## config.mk

```make
export PLATFORM = sky130hd
export DESIGN_NAME = tbi_front
export DESIGN_NICKNAME = d
export VERILOG_FILES = /design/src/hdl/tbi_pkg.sv /design/src/hdl/tbi_front.sv
export SDC_FILE = /design/constraint.sdc
export NUM_CORES = 1
export LEC_CHECK = 0
export ABC_AREA = 1
export ABC_CLOCK_PERIOD_IN_PS = 7160
export BUFFER_PORTS_ARGS = -buffer_cell sky130_fd_sc_hd__buf_2
export CAP_MARGIN = 15
export CORE_AREA = 2 2 171 173
export DETAILED_ROUTE_END_ITERATION = 8
export DIE_AREA = 0 0 173 175
export GPL_TIMING_DRIVEN = 0
export PLACE_DENSITY = 0.51
export SKIP_CTS_REPAIR_TIMING = 1
export SYNTH_ARGS = -nofsm -noshare
export SYNTH_HDL_FRONTEND = slang
export SYNTH_SLANG_ARGS = --single-unit
```

## constraint.sdc

```tcl
create_clock -name clk -period 7.16 [get_ports clk]
set_input_delay 1.074 -clock clk [delete_from_list [all_inputs] [get_ports clk]]
set_output_delay 1.074 -clock clk [all_outputs]
set_load 0.01 [all_outputs]
```

## src/hdl/tbi_pkg.sv

```systemverilog
// Shared types and constants for the bilinear table interpolation block.
// No dependencies; every other file refers to it by scoped names.
`default_nettype none

package tbi_pkg;

  typedef enum logic [1:0] {
    CMD_LOOKUP  = 2'd0,
    CMD_WR_X    = 2'd1,
    CMD_WR_Y    = 2'd2,
    CMD_WR_CELL = 2'd3
  } cmd_t;

  // Register select taken from the word address of the configuration port.
  localparam logic REG_X_POINTS = 1'b0;
  localparam logic REG_Y_POINTS = 1'b1;

  localparam logic [4:0] POINTS_RESET = 5'd16;

  // Weight of one in unsigned Q0.16, held in 17 bits.
  localparam logic [16:0] WEIGHT_ONE = 17'h10000;

  // One beat as it sits in the queue between the two halves.
  typedef struct packed {
    cmd_t               cmd;
    logic               lookup;
    logic               wr_ok;
    logic [3:0]         x_slot;
    logic [3:0]         y_slot;
    logic signed [31:0] write_value;
    logic signed [31:0] x_in;
    logic signed [31:0] y_in;
  } item_t;

endpackage

`default_nettype wire

```

## src/hdl/tbi_front.sv

```systemverilog
// Front half: accepts command beats, classifies them and queues them.
// Depends on tbi_pkg for the queued item type.
`default_nettype none

module tbi_front #(
  parameter int MAX_X_POINTS = 16,
  parameter int MAX_Y_POINTS = 16
) (
  input  wire logic                clk,
  input  wire logic                rst,
  input  wire logic                start,
  output logic                     busy,
  input  wire tbi_pkg::cmd_t       cmd,
  input  wire logic [3:0]          x_slot,
  input  wire logic [3:0]          y_slot,
  input  wire logic signed [31:0]  write_value,
  input  wire logic signed [31:0]  x_in,
  input  wire logic signed [31:0]  y_in,
  output logic                     head_valid,
  output tbi_pkg::item_t           head,
  input  wire logic                pop
);

  tbi_pkg::item_t q [2];
  logic           wp;
  logic           rp;
  logic [1:0]     cnt;
  logic           push;
  tbi_pkg::item_t incoming;
  logic           x_ok;
  logic           y_ok;

  assign busy       = (cnt == 2'd2);
  assign push       = start && !busy;
  assign head_valid = (cnt != 2'd0);
  assign head       = q[rp];

  assign x_ok = (int'(x_slot) < MAX_X_POINTS);
  assign y_ok = (int'(y_slot) < MAX_Y_POINTS);

  // Writes aimed beyond a store are flagged here so the back half simply skips them.
  always_comb begin
    incoming.cmd         = cmd;
    incoming.lookup      = (cmd == tbi_pkg::CMD_LOOKUP);
    incoming.x_slot      = x_slot;
    incoming.y_slot      = y_slot;
    incoming.write_value = write_value;
    incoming.x_in        = x_in;
    incoming.y_in        = y_in;
    unique case (cmd)
      tbi_pkg::CMD_WR_X:    incoming.wr_ok = x_ok;
      tbi_pkg::CMD_WR_Y:    incoming.wr_ok = y_ok;
      tbi_pkg::CMD_WR_CELL: incoming.wr_ok = x_ok && y_ok;
      default:              incoming.wr_ok = 1'b0;
    endcase
  end

  always_ff @(posedge clk) begin
    if (rst) begin
      wp  <= 1'b0;
      rp  <= 1'b0;
      cnt <= 2'd0;
    end else begin
      if (push) begin
        wp <= ~wp;
      end
      if (pop) begin
        rp <= ~rp;
      end
      priority if (push && !pop) begin
        cnt <= cnt + 2'd1;
      end else if (pop && !push) begin
        cnt <= cnt - 2'd1;
      end else begin
        cnt <= cnt;
      end
    end
  end

  always_ff @(posedge clk) begin
    if (push) begin
      q[wp] <= incoming;
    end
  end

`ifndef SYNTH
  a_cnt_bound : assert property (@(posedge clk) disable iff (rst) cnt != 2'd3)
    else $error("queue fill count out of range");
  a_no_underflow : assert property (@(posedge clk) disable iff (rst) pop |-> cnt != 2'd0)
    else $error("pop from empty queue");
`endif

endmodule

`default_nettype wire

```

### After elaboration in Yosys (flattened, before gate mapping)

Memory sizes are Yosys's and may differ from the RTL's. A register that Yosys moved wholly into a read port is not among the register bits.
Cells that the tools add are included.

| word-level totals | value |
|---|---|
| word-level logic and storage cells | 29 |
| bits in writable memories | 216 |
| bits of input ports | 110 |
| output and inout bits | 110 |
| memories | 1 |
| bits in registers | 4 |

| operators by class | value |
|---|---|
| reduce and logical (&&, ||, !) cells | 10 |
| add/sub/neg operators | 2 |
| equality and inequality tests | 4 |
| muxes and demuxes | 7 |
| bitwise gates (word level) | 2 |

Memories:

| name | words | width | rd ports | clocked after memory_dff | write ports | line | source |
|---|---|---|---|---|---|---|---|
| q | 2 | 108 | 1 | 1 | 1 | tbi_front.sv:24 | `tbi_pkg::item_t q [2];` |

Operators by type and width:

| cell | number |
|---|---|
| equality test 2 bit (second input constant) | 3 |
| two-way mux 1 bit | 5 |
| two-way mux 2 bit | 2 |
| nonzero test 2 bit | 2 |
| logical AND 1 bit | 3 |
| zero test 1 bit | 3 |
| OR reduction 3 bit | 1 |
| adder 2 x 1 -> 2 bit (second input constant) | 1 |
| equality test 2 x 1 -> 1 bit (second input constant) | 1 |
| zero test 2 bit | 1 |
| NOT 1 bit | 2 |
| subtractor 2 x 1 -> 2 bit (second input constant) | 1 |

### Longest topological paths before layout

Gate-level depths: netlist of the first run.

| depth | value |
|---|---|
| depth after elaboration | 7 |
| depth in mapped cells | 10 |
| mapped depth without buffers | 10 |

### Least setup slack after synthesis of the first run

Ideal clock, no wire load.

| timing | value |
|---|---|
| path kind | input-to-reg |
| from | input port start |
| to | memory q[0][0] (netlist name), enable pin |
| stages | 2 |
| required time | 6.584 ns |
| arrival time | 5.722 ns |
| setup time | 0.576 ns |
| buffers on the path | 0 |
| path slack | 0.862 ns |
| cell sequence | o21ai_0 nor2_1 |

| between the ends | value |
|---|---|
| word-level cells in the longest chain between the ends | 3 |

Ends and longest elaborated chain:

| element | line | source |
|---|---|---|
| from (decl) | tbi_front.sv:11 | `input wire logic start,` |
| logical AND 1 bit | tbi_front.sv:34 | `assign push = start && !busy;` |
| two-way mux 1 bit | tbi_front.sv:81 | `if (push) begin` |
| two-way mux 1 bit (implied by the code) | tbi_front.sv:82 | `q[wp] <= incoming;` |
| to (decl) | tbi_front.sv:24 |  |

No other way between the ends.

==> results of run 1 <==
[final cells by class]
| type | count | area, um^2 |
|---|---|---|
| antenna | 3 | 7.51 |
| buffer | 12 | 85.1 |
| clock buffer | 33 | 656 |
| clock inverter | 11 | 78.8 |
| fill | 2710 | 17800 |
| inverter | 10 | 37.5 |
| multi-input combinational | 130 | 1410 |
| sequential | 221 | 6590 |
| tap | 384 | 480 |
| timing repair buffer | 227 | 1270 |
[synthesized netlist by cell type, drive strengths merged]
master	number
nand3	1
mux2	108
nand2	5
nand4	1
inv	10
nor2	9
o21ai	3
xnor2	1
dfxtp	5
buf	12
ha	1
edfxtp	216
a21oi	1
[path summary, 6_finish.rpt]
path                   endpoint  depth (start not counted)
max                    head[86]                          5
min reg2reg                flop                          2
min                        flop                          2
max reg2reg  q[1][62]$_DFFE_PP_                          6
[cells by family (layout without fill, tap and decap cells)]
group                      Yosys count  in the layout  share of synthesized area
adders and majority gates            1              1                    0.00154
xor gates and xnor gates             1              1                    0.00108
AOI/OAI and AO/OA                    4              4                    0.00247
and+or+nand+nor                     16             16                    0.00787
buffers and inverters               22            293                     0.0151
other                                0              3                          0
DFF                                221            221                      0.813
muxes                              108            108                      0.159
[registers in the layout (all words and copies together) (netlist names), named ones only]
| register | cells |
|---|---|
| cnt | 2 |
| rp | 1 |
| wp | 1 |
| q | 216 |
[stage by stage]
stage | util | total power [uW]
2_1_floorplan | - | 1830
3_3_place_gp | 0.341 | 2000
3_5_place_dp | 0.348 | 2010
4_1_cts | 0.374 | 3180
5_1_grt | 0.374 | 3260
6_report | 0.374 | 3110
[per-layer routing]
layer / vias to the layer above / track usage / routed length, um
li1: 1977 / - / -
met1: 2084 / 0.122 / 6730
met2: 142 / 0.189 / 8290
met3: 21 / 0.0344 / 1320
met4: 0 / 0.0307 / 289
met5: - / 0 / 0
[worst max-delay path, cell delays in order, from the launching register on]
cell                      delay [ns]
sky130_fd_sc_hd__dfxtp_1        0.32
sky130_fd_sc_hd__buf_6          0.16
sky130_fd_sc_hd__buf_6          0.17
sky130_fd_sc_hd__buf_6          0.19
sky130_fd_sc_hd__mux2_4         0.31
sky130_fd_sc_hd__buf_2          0.14
[power by group]
part / internal [uW] / total, uW / switching (uW) / leakage, uW
clock: 674 / 1140 / 467 / 0.000352
combinational: 192 / 409 / 217 / 0.00157
sequential: 1540 / 1560 / 22.5 / 0.00205
==> results.txt, run 1 <==
- Number of cells in the finished layout apart from fillers: 1031
- In this run the tightest slew margin relative to its limit is 0.486.
- Run status: complete, no violations
- Number of antenna violations at the first check in global routing: 3
* Start of the worst register-to-register path: cnt[1]$_SDFFE_PP0P_
* Crit path time final: 2.88 ns
- Final hold viol count: 0
* Arrival time at the worst endpoint: 1.80 ns
- Clock-pin slew of the registers on the worst-case setup and hold paths: 0.05 ns
- Worst Max-Slew Pin Slew: 0.763 ns
* Final period util: 0.402
* Class of the worst hold path: flop to flop
* Remaining DRCs: 0
- Across all setup checks in the final design, the least slack found is 4.28 ns.
- Max Root-Sink Buffers: 3
- Setup repair after global routing left no endpoint under its margin.
* Gate count of the mapped netlist: 373
* Global-route wire length before repair: 25300 um
- The detailed router finished its first iteration with 167 violations.
* Warning count from the yosys run: 0
- Cell area after placement: 0.00987 mm^2
- Final design area excluding fillers: 0.0106 mm^2
- Total Nets Final: 737
- After detailed routing, the number of vias per cell comes to 4.10.
* GPL Wtd Cong: 0.701
- Core box area: 0.0284 mm^2
- DRT Wirelength: 16600 um
* Kind of critical path: flop to primary output
* Global route overflow: 0
- CTS built an H-tree with a depth of 1.
- Layout cell share with drive strength beyond 1: 0.590
- Clock Sink Count: 221
- Dpl ws: 3.97 ns
- By area the synthesized netlist is led by sky130_fd_sc_hd__edfxtp_1 (80%), sky130_fd_sc_hd__mux2_2 (12%), sky130_fd_sc_hd__mux2_4 (3.7%).
* Number of maximum-capacitance constraint violations: 0
* Initial core utilization: 0.285
- Vias after detailed routing: 4224
* Post-detail-place hpwl: 11800 um
- Of the synthesized area, sequential elements account for 0.813.
- Across all hold checks on the routed design, the worst slack comes to 0.514 ns.
* Antenna Violating Nets Remaining: 0
- In this run, placement finished with an instance count of 984.
* Number of nets produced by synthesis: 484
- STA classifies the critical path endpoint as a primary output.
- Setup total negative slack on the finished layout was measured at 0 ns.
- Worst voltage drop across the vdd grid: 0.172 mV
- The synthesized netlist contains 15 unique library cells.
* Total count of max-transition violations in the final report: 0
* CP Max Fanout: 10
* Post-synthesis sequential element count: 221
- Die Y: 175 um
* Startpoint types: flop
* Clock root buffer: sky130_fd_sc_hd__clkbuf_16
- Peak clock frequency supported by timing: 347 MHz
* Combined area of all synthesized cells: 0.00811 mm^2
- For this run, the total global-route usage over all layers was measured as 0.106.
- After floorplanning, the core was divided into 62 placement rows.
- Flop-to-flop setup slack: 4.77 ns
- The floorplan step defined a die boundary enclosing 0.0303 mm^2.
* Die Width: 173 um
* Number of global-route vias before repair: 4718
* Post-Route Skew: 0.00760 ns
- TritonCTS clock tree: yes
- In this run the most critical hold path is launched from rp$_SDFFE_PP0P_.
- Leakage dissipation: 0.00398 uW
- Of the post-synthesis cell area, the dominant cell type holds 0.800.
- For the worst-skew pair, the clock arrives at the later sink with an insertion delay of 0.50 ns.
- The top cell types in the final layout, fill and taps aside, are sky130_fd_sc_hd__buf_2 (227), sky130_fd_sc_hd__edfxtp_1 (216), sky130_fd_sc_hd__mux2_2 (88), sky130_fd_sc_hd__clkbuf_16 (25), sky130_fd_sc_hd__mux2_4 (20).
- During I/O placement, the number of pins put on the boundary was 220.
- The first detailed-routing pass ran for 4 iterations.
- Total power per unit cell area: 293 mW/mm^2
- In the final routed layout, each cell accounts on average for 16.1 um.
- Entering global routing, the biggest net connects 26 pins.
- The synthesized design spends more area on one cell type than any other, namely sky130_fd_sc_hd__edfxtp_1.
- Leaving out fill and tap cells, the most frequent cell in the layout is sky130_fd_sc_hd__buf_2.
- # setup viols final: 0
- Data on the critical path is required at its endpoint by 6.09 ns.
- In this run, CTS created clock tree buffers numbering 24.
- Port buffering added 219 buffers.
- The area growth from synthesis to layout is 31.0%.
- Averaged over all synthesized cells, the footprint is 21.7 um^2.
No activity file was read; power rests on OpenSTA's default activity.
==> run 2, diff against run 1 <==
- ABC_CLOCK_PERIOD_IN_PS: 7160 -> 2700
- clock period: 7.16 -> 2.7 ns (I/O delays scaled with it)
==> results.txt, run 2 (same netlist as run 1, synthesis figures left out) <==
- The height of the die was 175 um (unchanged).
- The origin of the critical flop-to-flop path was cnt[1]$_SDFFE_PP0P_ (unchanged).
* TritonCTS clock tree: yes (unchanged)
- The clock latency on the worst-skew pair came to 0.51 ns (was 0.50 ns).
* CP Max Fanout: 26 (was 10)
- The largest clock skew in the final design was 0.0106 ns (was 0.00760 ns).
- The effective utilization at floorplan came to 0.285 (unchanged).
- The leakage power total was 0.00399 uW (was 0.00398 uW).
- The number of pins exceeding their max-slew limit in the final report is 0 (unchanged).
- Commonest cells after routing, fill and taps aside: sky130_fd_sc_hd__buf_2 (227), sky130_fd_sc_hd__edfxtp_1 (216), sky130_fd_sc_hd__mux2_2 (88), sky130_fd_sc_hd__clkbuf_16 (24), sky130_fd_sc_hd__mux2_4 (20) (was sky130_fd_sc_hd__buf_2 (227), sky130_fd_sc_hd__edfxtp_1 (216), sky130_fd_sc_hd__mux2_2 (88), sky130_fd_sc_hd__clkbuf_16 (25), sky130_fd_sc_hd__mux2_4 (20))
- Aggregate global-route resource usage: 0.103 (was 0.106)
* Number of maximum-capacitance constraint violations: 0 (unchanged)
* Run status: complete, no violations (unchanged)
- The critical path data arrival time was 2.48 ns (was 1.80 ns).
- GPL Wtd Cong: 0.729 (was 0.701)
- The maximum buffer depth of the clock tree was 3 (unchanged).
* Kind of critical path: flop to flop (was flop to primary output)
* First-pass DRT Iterations: 4 (unchanged)
* Iteration-0 DRC count of the detailed router: 201 (was 167)
- Critical path's slowest cell: sky130_fd_sc_hd__nor2_4 (was sky130_fd_sc_hd__dfxtp_1)
- Layout cell share with drive strength beyond 1: 0.592 (was 0.590)
- The largest net degree at the start of global routing came to 27 (was 26).
* Clock Sink Count: 221 (unchanged)
- The overall die area is 0.0303 mm^2 (unchanged).
- Worst Max-Slew Pin Slew: 0.853 ns (was 0.763 ns)
* Port bufs: 219 (unchanged)
* Crit path time final: 2.28 ns
- The root buffer cell is sky130_fd_sc_hd__clkbuf_16 (unchanged).
- Total Nets Final: 737 (unchanged)
- Clock-pin slew of the registers on the worst-case setup and hold paths: 0.05 ns (about the same)
- Total power per unit cell area: 780 mW/mm^2 (was 293 mW/mm^2)
* Largest delay contributor family on the critical path: simple AND/OR/NAND/NOR gates (was buffers and inverters)
- Number of antenna violations at the first check in global routing: 1 (was 3)
- DRT Wirelength: 16100 um (was 16600 um)
- Based on the critical path, the design can be clocked at up to 439 MHz.
- Most common library cell in the layout ignoring fill and taps: sky130_fd_sc_hd__buf_2 (unchanged)
- Register ranked first by flip-flop count: q (unchanged)
* Fillcell total: 2699 (was 2710)
- The number of DRC violations after detailed routing is 0 (unchanged).
- Nature of the critical path endpoint: flop (was primary output)
- Max FFs per register: 216 (unchanged)
* Routed via count divided by cell count: 4.14 (was 4.10)
- Global-route wire length before repair: 24800 um (was 25300 um)
- Die Width: 173 um (unchanged)
* Leading registers by flop count: q: 216 flops, cnt: 2 flops (unchanged)
- Setup repair after global routing missed its margin: false (unchanged)
* # H-tree levels: 1 (unchanged)
- Worst voltage drop across the vdd grid: 0.506 mV (was 0.172 mV)
* Data required, critical path: 2.90 ns (was 6.09 ns)
- The kind of start point of the critical path is a flop (unchanged).
* Final period util: 0.843
* Ports placed on the boundary: 220 (unchanged)
- Series of cell instances along the critical path: inv_1 > o21ai_0 > nor2_4 > buf_12 > buf_12 (was buf_6 > buf_6 > buf_6 > mux2_4 > buf_2)
- The source of the worst hold timing path is rst (was rp$_SDFFE_PP0P_).
- The maximum single-stage delay on the critical path came to 0.72 ns (was 0.32 ns).
- Number of placed cells counting well taps: 984 (unchanged)
- The sequential cell area is 0.00659 mm^2 (unchanged).
* Cell with the most instances on the worst path: sky130_fd_sc_hd__buf_12 (was sky130_fd_sc_hd__buf_6)
* Global route overflow: 0 (unchanged)
- Number of global-route vias before repair: 4625 (was 4718)
- The number of antenna diodes came to 0 (was 3).
- Setup slack after layout: 0.423 ns (was 4.28 ns)
- Max-slew headroom: 0.430 (was 0.486)
- Core box area: 0.0284 mm^2 (unchanged)
- The number of buffer and inverter stages on the critical path was 3 (was 4).
- The final setup TNS was 0 ns (unchanged).
- In this run the worst setup path begins at cnt[1]$_SDFFE_PP0P_.
- The worst hold slack across all endpoints came to 0.0722 ns (was 0.514 ns).
* Number of placement rows: 62 (unchanged)
- The type of the tightest min-delay check was input pin to flop (was flop to flop).
- The half-perimeter wire length of the detailed placement result was 11400 um (was 11800 um).
- WL per Instance: 15.7 um (was 16.1 um)
- Dpl ws: 0.328 ns (was 3.97 ns)
* # setup viols final: 0 (unchanged)
* Vias after detailed routing: 4238 (was 4224)
- The final instance count without filler cells was 1024 (was 1031).
- The area overhead of the layout relative to synthesis came to 30.9% (was 31.0%).
- The number of failing hold endpoints at the final stage was 0 (unchanged).
- The remaining antenna violation count after routing came to 0 (unchanged).
* TritonCTS buffer count: 24 (unchanged)
* Multi-input combinational cell area: 0.00141 mm^2 (unchanged)
-- run 2: per-layer routing --
layer | track usage | wire [um] | vias to the layer above
met1 | 0.121 | 6370 | 2087
met5 | 0 | 0 | -
met3 | 0.0376 | 1390 | 31
met4 | 0.0343 | 490 | 0
li1 | - | - | 1963
met2 | 0.177 | 7860 | 157
-- run 2: where the power goes --
part | internal, uW | switching [uW]
clock network | 1820 | 1210
registers | 4090 | 59.8
logic | 511 | 574
total | 6420 | 1850
-- run 2: worst paths after layout --
| check | endpoint | slack (ns) | cells past startpoint |
|---|---|---|---|
| setup / recovery | q[0][51]$_DFFE_PP_ | 0.42 | 5 |
| hold / removal | flop | 0.07 | 2 |
| setup reg to reg | q[0][51]$_DFFE_PP_ | 0.42 | 5 |
| hold reg to reg | flop | 0.51 | 2 |
-- run 2: layout make-up --
| type | instances | area share |
|---|---|---|
| Buffer | 12 | 0.00802 |
| Clock buffer | 33 | 0.0598 |
| Clock inverter | 7 | 0.00896 |
| Inverter | 10 | 0.00354 |
| Multi-Input combinational cell | 130 | 0.133 |
| Sequential cell | 221 | 0.621 |
| Tap cell | 384 | 0.0453 |
| Timing Repair Buffer | 227 | 0.121 |
-- run 2: stage by stage --
stage | util | total power [uW] | instance area [um^2]
2_1_floorplan | - | 4830 | 8110
3_3_place_gp | 0.341 | 5270 | 9690
3_5_place_dp | 0.348 | 5330 | 9880
4_1_cts | 0.374 | 8420 | 10600
5_1_grt | 0.374 | 8630 | 10600
6_report | 0.374 | 8270 | 10600
